**src/rtl/core/mi_pkg.sv**
```systemverilog
package mi_pkg;

	localparam int unsigned Width = 31;
	localparam int unsigned KWidth = $clog2(Width);

	typedef enum logic [2:0] {
		OP_HOLD,
		OP_LOAD,
		OP_SHL,
		OP_SUB_SHR,
		OP_SUB_SWAP
	} op_t;

	typedef enum logic [2:0] {
		S_IDLE,
		S_CHECK,
		S_ALIGN,
		S_SUBT,
		S_DONE
	} state_t;

	typedef enum logic [1:0] {
		STAT_OK      = 2'd0,
		STAT_NO_INV  = 2'd1,
		STAT_BAD_MOD = 2'd2
	} status_t;

	typedef struct packed {
		op_t              op;
		logic [Width-1:0] ld_r0;
		logic [Width-1:0] ld_r1;
	} ctrl_t;

endpackage

```
**src/rtl/core/mi_req_if.sv**
```systemverilog
interface mi_req_if;
	import mi_pkg::*;

	logic             valid;
	logic             ready;
	logic [Width-1:0] value;
	logic [Width-1:0] modulus;

	modport source (output valid, output value, output modulus, input ready);
	modport sink (input valid, input value, input modulus, output ready);
endinterface

```
**src/rtl/core/mi_rsp_if.sv**
```systemverilog
interface mi_rsp_if;
	import mi_pkg::*;

	logic             valid;
	logic             ready;
	logic [Width-1:0] inverse;
	logic [Width-1:0] divisor;
	logic [1:0]       status;

	modport source (output valid, output inverse, output divisor, output status, input ready);
	modport sink (input valid, input inverse, input divisor, input status, output ready);
endinterface

```
**src/rtl/core/modular_inverse_with_gcd_check_core.sv**
```systemverilog
// channel | dir | payload                  | handshake
// req     | in  | value, modulus           | valid/ready
// rsp     | out | inverse, divisor, status | valid/ready
//
// one request at a time; each euclid step shifts the divisor up one place per cycle in
// the bit-slice chain, then subtracts and shifts it back down, plus per request an accept,
// a final check and a hand-off
// reset clears only the controller state and the response valid; the datapath cells are reloaded per request
// a finished response waits in the output register while a new request is taken
module modular_inverse_with_gcd_check_core (
	input logic      clk,
	input logic      arst_n,
	mi_req_if.sink   req,
	mi_rsp_if.source rsp
);
	import mi_pkg::*;

	ctrl_t            ctrl;
	logic [Width-1:0] r0, r1, s1;
	logic [Width:0]   bc, bsc, cc;

	assign bc[0]  = 1'b0;
	assign bsc[0] = 1'b0;
	assign cc[0]  = 1'b0;

	for (genvar i = 0; i < Width; i++) begin : g_cell
		logic r1_lo, s1_lo, r1_hi, s1_hi;
		if (i == 0) begin : g_lo0
			assign r1_lo = 1'b0;
			assign s1_lo = 1'b0;
		end else begin : g_lo
			assign r1_lo = r1[i-1];
			assign s1_lo = s1[i-1];
		end
		if (i == Width - 1) begin : g_hi0
			assign r1_hi = 1'b0;
			assign s1_hi = 1'b0;
		end else begin : g_hi
			assign r1_hi = r1[i+1];
			assign s1_hi = s1[i+1];
		end
		mi_cell u_cell (
			.clk   (clk),
			.op    (ctrl.op),
			.ld_r0 (ctrl.ld_r0[i]),
			.ld_r1 (ctrl.ld_r1[i]),
			.ld_s1 (i == 0),
			.r1_lo (r1_lo),
			.s1_lo (s1_lo),
			.r1_hi (r1_hi),
			.s1_hi (s1_hi),
			.bin   (bc[i]),
			.bsin  (bsc[i]),
			.cin   (cc[i]),
			.ge    (~bc[Width]),
			.r0    (r0[i]),
			.r1    (r1[i]),
			.s1    (s1[i]),
			.bout  (bc[i+1]),
			.bsout (bsc[i+1]),
			.cout  (cc[i+1])
		);
	end

	mi_ctrl u_ctrl (
		.clk    (clk),
		.arst_n (arst_n),
		.req    (req),
		.rsp    (rsp),
		.r0     (r0),
		.r1     (r1),
		.s1     (s1),
		.ge_sh  (~bsc[Width] & ~cc[Width] | ~bsc[Width]),
		.ctrl   (ctrl)
	);
endmodule

```
**src/rtl/core/mi_cell.sv**
```systemverilog
module mi_cell (
	input  logic          clk,
	input  mi_pkg::op_t   op,
	input  logic          ld_r0,
	input  logic          ld_r1,
	input  logic          ld_s1,
	input  logic          r1_lo,
	input  logic          s1_lo,
	input  logic          r1_hi,
	input  logic          s1_hi,
	input  logic          bin,
	input  logic          bsin,
	input  logic          cin,
	input  logic          ge,
	output logic          r0,
	output logic          r1,
	output logic          s1,
	output logic          bout,
	output logic          bsout,
	output logic          cout
);
	import mi_pkg::*;

	logic r0_q, r1_q, s0_q, s1_q;
	logic diff, sum;

	assign r0 = r0_q;
	assign r1 = r1_q;
	assign s1 = s1_q;

	// r0 - r1, r0 - (r1 << 1), s0 + s1
	assign diff  = r0_q ^ r1_q ^ bin;
	assign bout  = (~r0_q & r1_q) | (~(r0_q ^ r1_q) & bin);
	assign bsout = (~r0_q & r1_lo) | (~(r0_q ^ r1_lo) & bsin);
	assign sum   = s0_q ^ s1_q ^ cin;
	assign cout  = (s0_q & s1_q) | (cin & (s0_q ^ s1_q));

	always_ff @(posedge clk) begin
		case (op)
			OP_LOAD: begin
				r0_q <= ld_r0;
				r1_q <= ld_r1;
				s0_q <= 1'b0;
				s1_q <= ld_s1;
			end
			OP_SHL: begin
				r1_q <= r1_lo;
				s1_q <= s1_lo;
			end
			OP_SUB_SHR: begin
				if (ge) begin
					r0_q <= diff;
					s0_q <= sum;
				end
				r1_q <= r1_hi;
				s1_q <= s1_hi;
			end
			OP_SUB_SWAP: begin
				r0_q <= r1_q;
				s0_q <= s1_q;
				r1_q <= ge ? diff : r0_q;
				s1_q <= ge ? sum : s0_q;
			end
			default: begin
			end
		endcase
	end
endmodule

```
**src/rtl/core/mi_ctrl.sv**
```systemverilog
module mi_ctrl (
	input  logic                     clk,
	input  logic                     arst_n,
	mi_req_if.sink                   req,
	mi_rsp_if.source                 rsp,
	input  logic [mi_pkg::Width-1:0] r0,
	input  logic [mi_pkg::Width-1:0] r1,
	input  logic [mi_pkg::Width-1:0] s1,
	input  logic                     ge_sh,
	output mi_pkg::ctrl_t            ctrl
);
	import mi_pkg::*;

	state_t            state_q, state_d;
	logic [KWidth-1:0] k_q;
	logic [Width-1:0]  m_q;
	logic [Width-1:0]  inv_q;
	logic              odd_q;
	logic              shl;
	logic              out_free;
	logic              out_valid_q;
	logic [Width-1:0]  out_inv_q, out_div_q;
	status_t           out_stat_q, stat;

	assign shl      = ~r1[Width-1] & ge_sh;
	assign out_free = ~out_valid_q | rsp.ready;
	assign req.ready = (state_q == S_IDLE);

	assign rsp.valid   = out_valid_q;
	assign rsp.inverse = out_inv_q;
	assign rsp.divisor = out_div_q;
	assign rsp.status  = out_stat_q;

	always_comb begin
		if (m_q[Width-1:1] == '0) begin
			stat = STAT_BAD_MOD;
		end else if (r0 != Width'(1)) begin
			stat = STAT_NO_INV;
		end else begin
			stat = STAT_OK;
		end
	end

	always_comb begin
		state_d = state_q;
		case (state_q)
			S_IDLE: begin
				if (req.valid) state_d = S_CHECK;
			end
			S_CHECK: begin
				state_d = (r1 == '0) ? S_DONE : S_ALIGN;
			end
			S_ALIGN: begin
				if (!shl) state_d = (k_q == '0) ? S_CHECK : S_SUBT;
			end
			S_SUBT: begin
				if (k_q == '0) state_d = S_CHECK;
			end
			S_DONE: begin
				if (out_free) state_d = S_IDLE;
			end
			default: state_d = S_IDLE;
		endcase
	end

	always_comb begin
		ctrl.op    = OP_HOLD;
		ctrl.ld_r0 = req.modulus;
		ctrl.ld_r1 = req.value;
		case (state_q)
			S_IDLE: begin
				if (req.valid) ctrl.op = OP_LOAD;
			end
			S_ALIGN: begin
				if (shl) ctrl.op = OP_SHL;
				else ctrl.op = (k_q == '0) ? OP_SUB_SWAP : OP_SUB_SHR;
			end
			S_SUBT: begin
				ctrl.op = (k_q == '0) ? OP_SUB_SWAP : OP_SUB_SHR;
			end
			default: ctrl.op = OP_HOLD;
		endcase
	end

	always_ff @(posedge clk or negedge arst_n) begin
		if (!arst_n) begin
			state_q     <= S_IDLE;
			out_valid_q <= 1'b0;
		end else begin
			state_q <= state_d;
			if (state_q == S_DONE && out_free) begin
				out_valid_q <= 1'b1;
			end else if (rsp.ready) begin
				out_valid_q <= 1'b0;
			end
		end
	end

	always_ff @(posedge clk) begin
		case (ctrl.op)
			OP_LOAD: begin
				m_q   <= req.modulus;
				odd_q <= 1'b1;
				k_q   <= '0;
			end
			OP_SHL: k_q <= k_q + 1'b1;
			OP_SUB_SHR: k_q <= k_q - 1'b1;
			OP_SUB_SWAP: odd_q <= ~odd_q;
			default: begin
			end
		endcase
		// remainder reached one: its coefficient is the inverse up to sign
		if (state_q == S_CHECK && r1 == Width'(1)) begin
			if (odd_q) inv_q <= s1;
			else inv_q <= (s1 == '0) ? '0 : m_q - s1;
		end
		if (state_q == S_DONE && out_free) begin
			out_div_q  <= r0;
			out_stat_q <= stat;
			out_inv_q  <= (stat == STAT_OK) ? inv_q : '0;
		end
	end
endmodule

```
**src/flat_wrapper.sv**
```systemverilog
// flat-port wrapper written by rule: the top's interface ports become plain ports
module modular_inverse_with_gcd_check_core_flat import mi_pkg::*;
  (clk, arst_n, req_valid, req_value, req_modulus, req_ready, rsp_valid, rsp_inverse, rsp_divisor, rsp_status, rsp_ready);
  mi_req_if req_i ();
  mi_rsp_if rsp_i ();
  input logic clk;
  input logic arst_n;
  input wire logic [$bits(req_i.valid)-1:0] req_valid;
  input wire logic [$bits(req_i.value)-1:0] req_value;
  input wire logic [$bits(req_i.modulus)-1:0] req_modulus;
  output wire logic [$bits(req_i.ready)-1:0] req_ready;
  output wire logic [$bits(rsp_i.valid)-1:0] rsp_valid;
  output wire logic [$bits(rsp_i.inverse)-1:0] rsp_inverse;
  output wire logic [$bits(rsp_i.divisor)-1:0] rsp_divisor;
  output wire logic [$bits(rsp_i.status)-1:0] rsp_status;
  input wire logic [$bits(rsp_i.ready)-1:0] rsp_ready;
  assign req_i.valid = req_valid;
  assign req_i.value = req_value;
  assign req_i.modulus = req_modulus;
  assign req_ready = req_i.ready;
  assign rsp_valid = rsp_i.valid;
  assign rsp_inverse = rsp_i.inverse;
  assign rsp_divisor = rsp_i.divisor;
  assign rsp_status = rsp_i.status;
  assign rsp_i.ready = rsp_ready;
  modular_inverse_with_gcd_check_core u_core (.clk(clk), .arst_n(arst_n), .req(req_i), .rsp(rsp_i));
endmodule
```
**config.mk**
```make
export PLATFORM = sky130hd
export DESIGN_NAME = modular_inverse_with_gcd_check_core_flat
export DESIGN_NICKNAME = d
export VERILOG_FILES = /design/src/rtl/core/mi_pkg.sv /design/src/rtl/core/mi_req_if.sv /design/src/rtl/core/mi_rsp_if.sv /design/src/rtl/core/modular_inverse_with_gcd_check_core.sv /design/src/rtl/core/mi_cell.sv /design/src/rtl/core/mi_ctrl.sv /design/src/flat_wrapper.sv
export SDC_FILE = /design/constraint.sdc
export NUM_CORES = 1
export LEC_CHECK = 0
export ABC_AREA = 1
export BUFFER_PORTS_ARGS = -buffer_cell sky130_fd_sc_hd__buf_4
export CAP_MARGIN = 20
export CELL_PAD_IN_SITES_DETAIL_PLACEMENT = 0
export CELL_PAD_IN_SITES_GLOBAL_PLACEMENT = 1
export CORE_ASPECT_RATIO = 0.9
export CORE_MARGIN = 3
export CORE_UTILIZATION = 41
export CTS_BUF_LIST = sky130_fd_sc_hd__clkbuf_4 sky130_fd_sc_hd__clkbuf_8 sky130_fd_sc_hd__clkbuf_16
export DETAILED_ROUTE_END_ITERATION = 10
export PLACE_DENSITY = 0.8
export SYNTH_ARGS = -nofsm -noshare
export SYNTH_HDL_FRONTEND = slang
export SYNTH_SLANG_ARGS = --single-unit
export TNS_END_PERCENT = 20
```
**constraint.sdc**
```tcl
create_clock -name clk -period 23.1 [get_ports clk]
set_input_delay 2.31 -clock clk [delete_from_list [all_inputs] [get_ports clk]]
set_output_delay 2.31 -clock clk [all_outputs]
set_load 0.005 [all_outputs]
```
==> results.json <==
{
  "tns_ns": 0,
  "avgSynthCellArea_um2": 9.35,
  "cts_setup_buffers": 0,
  "fin_crit_ns": 15.93,
  "finalHoldViolCount": 0,
  "drv_cap": 0,
  "crit_required_ns": 23.41,
  "synth-async-reset-ratio_pct": 1.54,
  "post-dp-hpwl_um": 29200,
  "yosysTopAreaCell": "edfxtp_1",
  "drtIter0Drc": 1122,
  "cp-end-kind": "flip-flop",
  "syn_area_mm2": 0.0155,
  "cts_tree": "done",
  "finalMaxSlewViolations": 0,
  "p_switching_mw": 1.29,
  "clkTransAtPathRegs_ns": 0.06,
  "root_buffer": "clkbuf_16",
  "clkSinkCount": 260,
  "grt_pass1_vias": 11800,
  "syn2layout_area_growth_pct": 16.2,
  "clkLatencyLatePin_ns": 0.58,
  "final_util_pct": 49.0,
  "placed_cell_area_mm2": 0.0168,
  "synth_top_area_share_pct": 49.7,
  "final_antenna_net_count": 0,
  "status": "complete, no violations",
  "grt_max_degree": 81,
  "cellPowerDensity_mw_per_mm2": 162,
  "holdBufCountCts": 0,
  "synth_nets": 1846,
  "p_leak_nw": 7.67,
  "rows": 66,
  "synth_area_leaders": "edfxtp_1 50%, nand2_1 11%, fa_1 7.9%",
  "grt_pass1_wl_um": 65500,
  "fin_cells": 2267,
  "vdd_drop_max_mv": 0.0780,
  "die-width_um": 211,
  "cp-start-kind": "flip-flop",
  "rsz0062_at_grt": "no",
  "hold_class": "reg2reg",
  "tightest_slew_ns": 1.01,
  "io_pins": 132,
  "wire_per_inst_um": 18.2,
  "synth_seq_cells": 260,
  "setup_viol": 0,
  "portBuffers": 131,
  "synth_edf_count": 256,
  "clockBufferDepth": 3,
  "p_int_mw": 1.61,
  "vias_per_cell": 5.30,
  "fin_area_mm2": 0.0180,
  "drc": 0,
  "power_frac_comb_pct": 49.8,
  "grt-ovfl-total": 0,
  "sw_frac_of_total_pct": 44.6,
  "dr.pass1.iters": 5,
  "cp_max_fo": 66,
  "synthFlopType": "edfxtp_1",
  "slew_headroom_pct": 32.0,
  "fill_cells": 3489,
  "post_cts_resized": 0,
  "dieArea_mm2": 0.0401,
  "ctsHtreeMaxLevel": 1,
  "nets": 1958,
  "fmax_mhz": 62.8,
  "synthDistinctLibCells": 40,
  "antenna_found_initial": 0,
  "crit_path_top_delay_cell": "fa_1",
  "place_congestion": 0.871,
  "layout_common_cells": "466 x nand2_1, 256 x edfxtp_1, 240 x inv_1",
  "synth.yosys.seq_area_share_pct": 50.3,
  "die_y_um": 190,
  "cts_buffers": 30,
  "netlist_instances": 1655,
  "cpPeakStageDelay_ns": 0.49,
  "yosys_warnings": 0,
  "power_frac_clock_pct": 17.7,
  "skew_ns": 0.0298,
  "vias": 12000,
  "seqPwrFrac_pct": 32.5,
  "cp_data_arrival_time_ns": 16.25,
  "crit_type": "reg2reg",
  "final.period_utilization_pct": 69.0,
  "initial_utilization_pct": 42.2,
  "final_common_cell": "nand2_1",
  "wirelength_um": 41300,
  "layout-drive-gt1-share_pct": 12.6,
  "dpl.cell_count": 2208,
  "path_common_cell": "fa_1",
  "diodes": 0,
  "fp.coreArea_mm2": 0.0367,
  "grt_usage_pct": 20.6
}
-- power groups by stage --
| stage | logic (mW) | registers, mW | clock network (mW) |
|---|---|---|---|
| after floorplan | 1.12 | 0.897 | 0 |
| after global placement | 1.39 | 0.948 | 0 |
| after detailed placement | 1.44 | 0.949 | 0 |
| after CTS | 1.45 | 0.941 | 0.522 |
| after global routing | 1.68 | 0.962 | 0.542 |
| final | 1.45 | 0.943 | 0.514 |
-- flip-flops by register name (all words and copies together) (netlist names) --
| name | flops |
|---|---|
| u_core.u_ctrl.rsp.inverse | 31 |
| u_core.g_cell.u_cell.s1 | 31 |
| u_core.g_cell.u_cell.r1 | 31 |
| u_core.g_cell.u_cell.r0 | 31 |
| u_core.u_ctrl.state_q | 3 |
| u_core.u_ctrl.rsp.divisor | 31 |
| u_core.u_ctrl.rsp.status | 2 |
| u_core.u_ctrl.odd_q | 1 |
| u_core.u_ctrl.m_q | 31 |
| u_core.u_ctrl.rsp.valid | 1 |
| u_core.g_cell.u_cell.s0_q | 31 |
| u_core.u_ctrl.k_q | 5 |
| u_core.u_ctrl.inv_q | 31 |
-- path summary, 6_finish.rpt --
kind / start / endpoint / slack, ns / cells past startpoint
worst max register to register: u_core.g_cell[0].u_cell.r0 / u_core.g_cell[21].u_cell.r1 / 7.17 / 41
min in group asynchronous: arst_n / u_core.u_ctrl.state_q[1] / 1.52 / 1
worst min register to register: u_core.g_cell[0].u_cell.r0 / u_core.u_ctrl.rsp.divisor[0] / 0.50 / 0
max in group asynchronous: arst_n / u_core.u_ctrl.rsp.valid / 21.47 / 1
worst max-delay path: u_core.g_cell[0].u_cell.r0 / u_core.g_cell[21].u_cell.r1 / 7.17 / 41
worst min-delay path: u_core.g_cell[0].u_cell.r0 / u_core.u_ctrl.rsp.divisor[0] / 0.50 / 0
-- stage by stage --
stage | hold WS [ns] | total power [mW] | setup slack, ns
6_report | 0.502 | 2.90 | 7.17
5_1_grt | 0.520 | 3.19 | 6.43
4_1_cts | 0.496 | 2.91 | 7.09
3_5_place_dp | 0.481 | 2.38 | 7.13
3_3_place_gp | 0.460 | 2.34 | 7.27
2_1_floorplan | 0.450 | 2.01 | 8.29
-- layout make-up --
type | count | area (µm²) | area share (%)
clock buffer | 36 | 796 | 4.43
clock inverter | 20 | 274 | 1.53
inverter | 244 | 916 | 5.10
multi-input combinational | 1085 | 6440 | 35.8
sequential | 260 | 7790 | 43.3
tap | 476 | 596 | 3.31
timing repair buffer | 146 | 1160 | 6.46
-- synthesized netlist by cell type (2+ instances only) --
master	n
fa_1	61
nor4_1	24
nand2_1	468
o21ai_2	2
nand2_2	3
dfrtp_1	4
o32ai_1	6
a31oi_1	3
edfxtp_1	256
o22ai_1	18
nand4_1	44
buf_2	20
ha_1	64
nand3_1	138
nor3_1	8
inv_2	4
xor2_1	3
nor2_1	69
buf_6	8
nand3_2	2
buf_4	7
inv_1	240
clkbuf_1	30
o21ai_1	27
xnor2_1	5
or2_2	5
a21o_1	2
o21ai_0	93
a21oi_1	30
-- critical path: cells and delay by family, from the launching register on --
kind,cells,cell delay (ns)
AOI/OAI and AO/OA,1,0.12
adders and majority gates,31,13.48
buffers and inverters,6,1.21
DFF,1,0.42
and+or+nand+nor,3,0.37
-- cell families after synthesis --
group / synth area share (%)
AOI/OAI and AO/OA: 6.67
buffers and inverters: 8.24
adders and majority gates: 13.1
and+or+nand+nor: 21.2
xor gates and xnor gates: 0.453
DFF: 50.3
-- layer usage --
layer | routed length, µm | track usage [%]
met2 | 18800 | 33.1
met4 | 1330 | 6.26
met1 | 18200 | 28.4
met5 | 0 | 0
met3 | 3000 | 4.08
No activity file was read; power rests on OpenSTA's default activity.
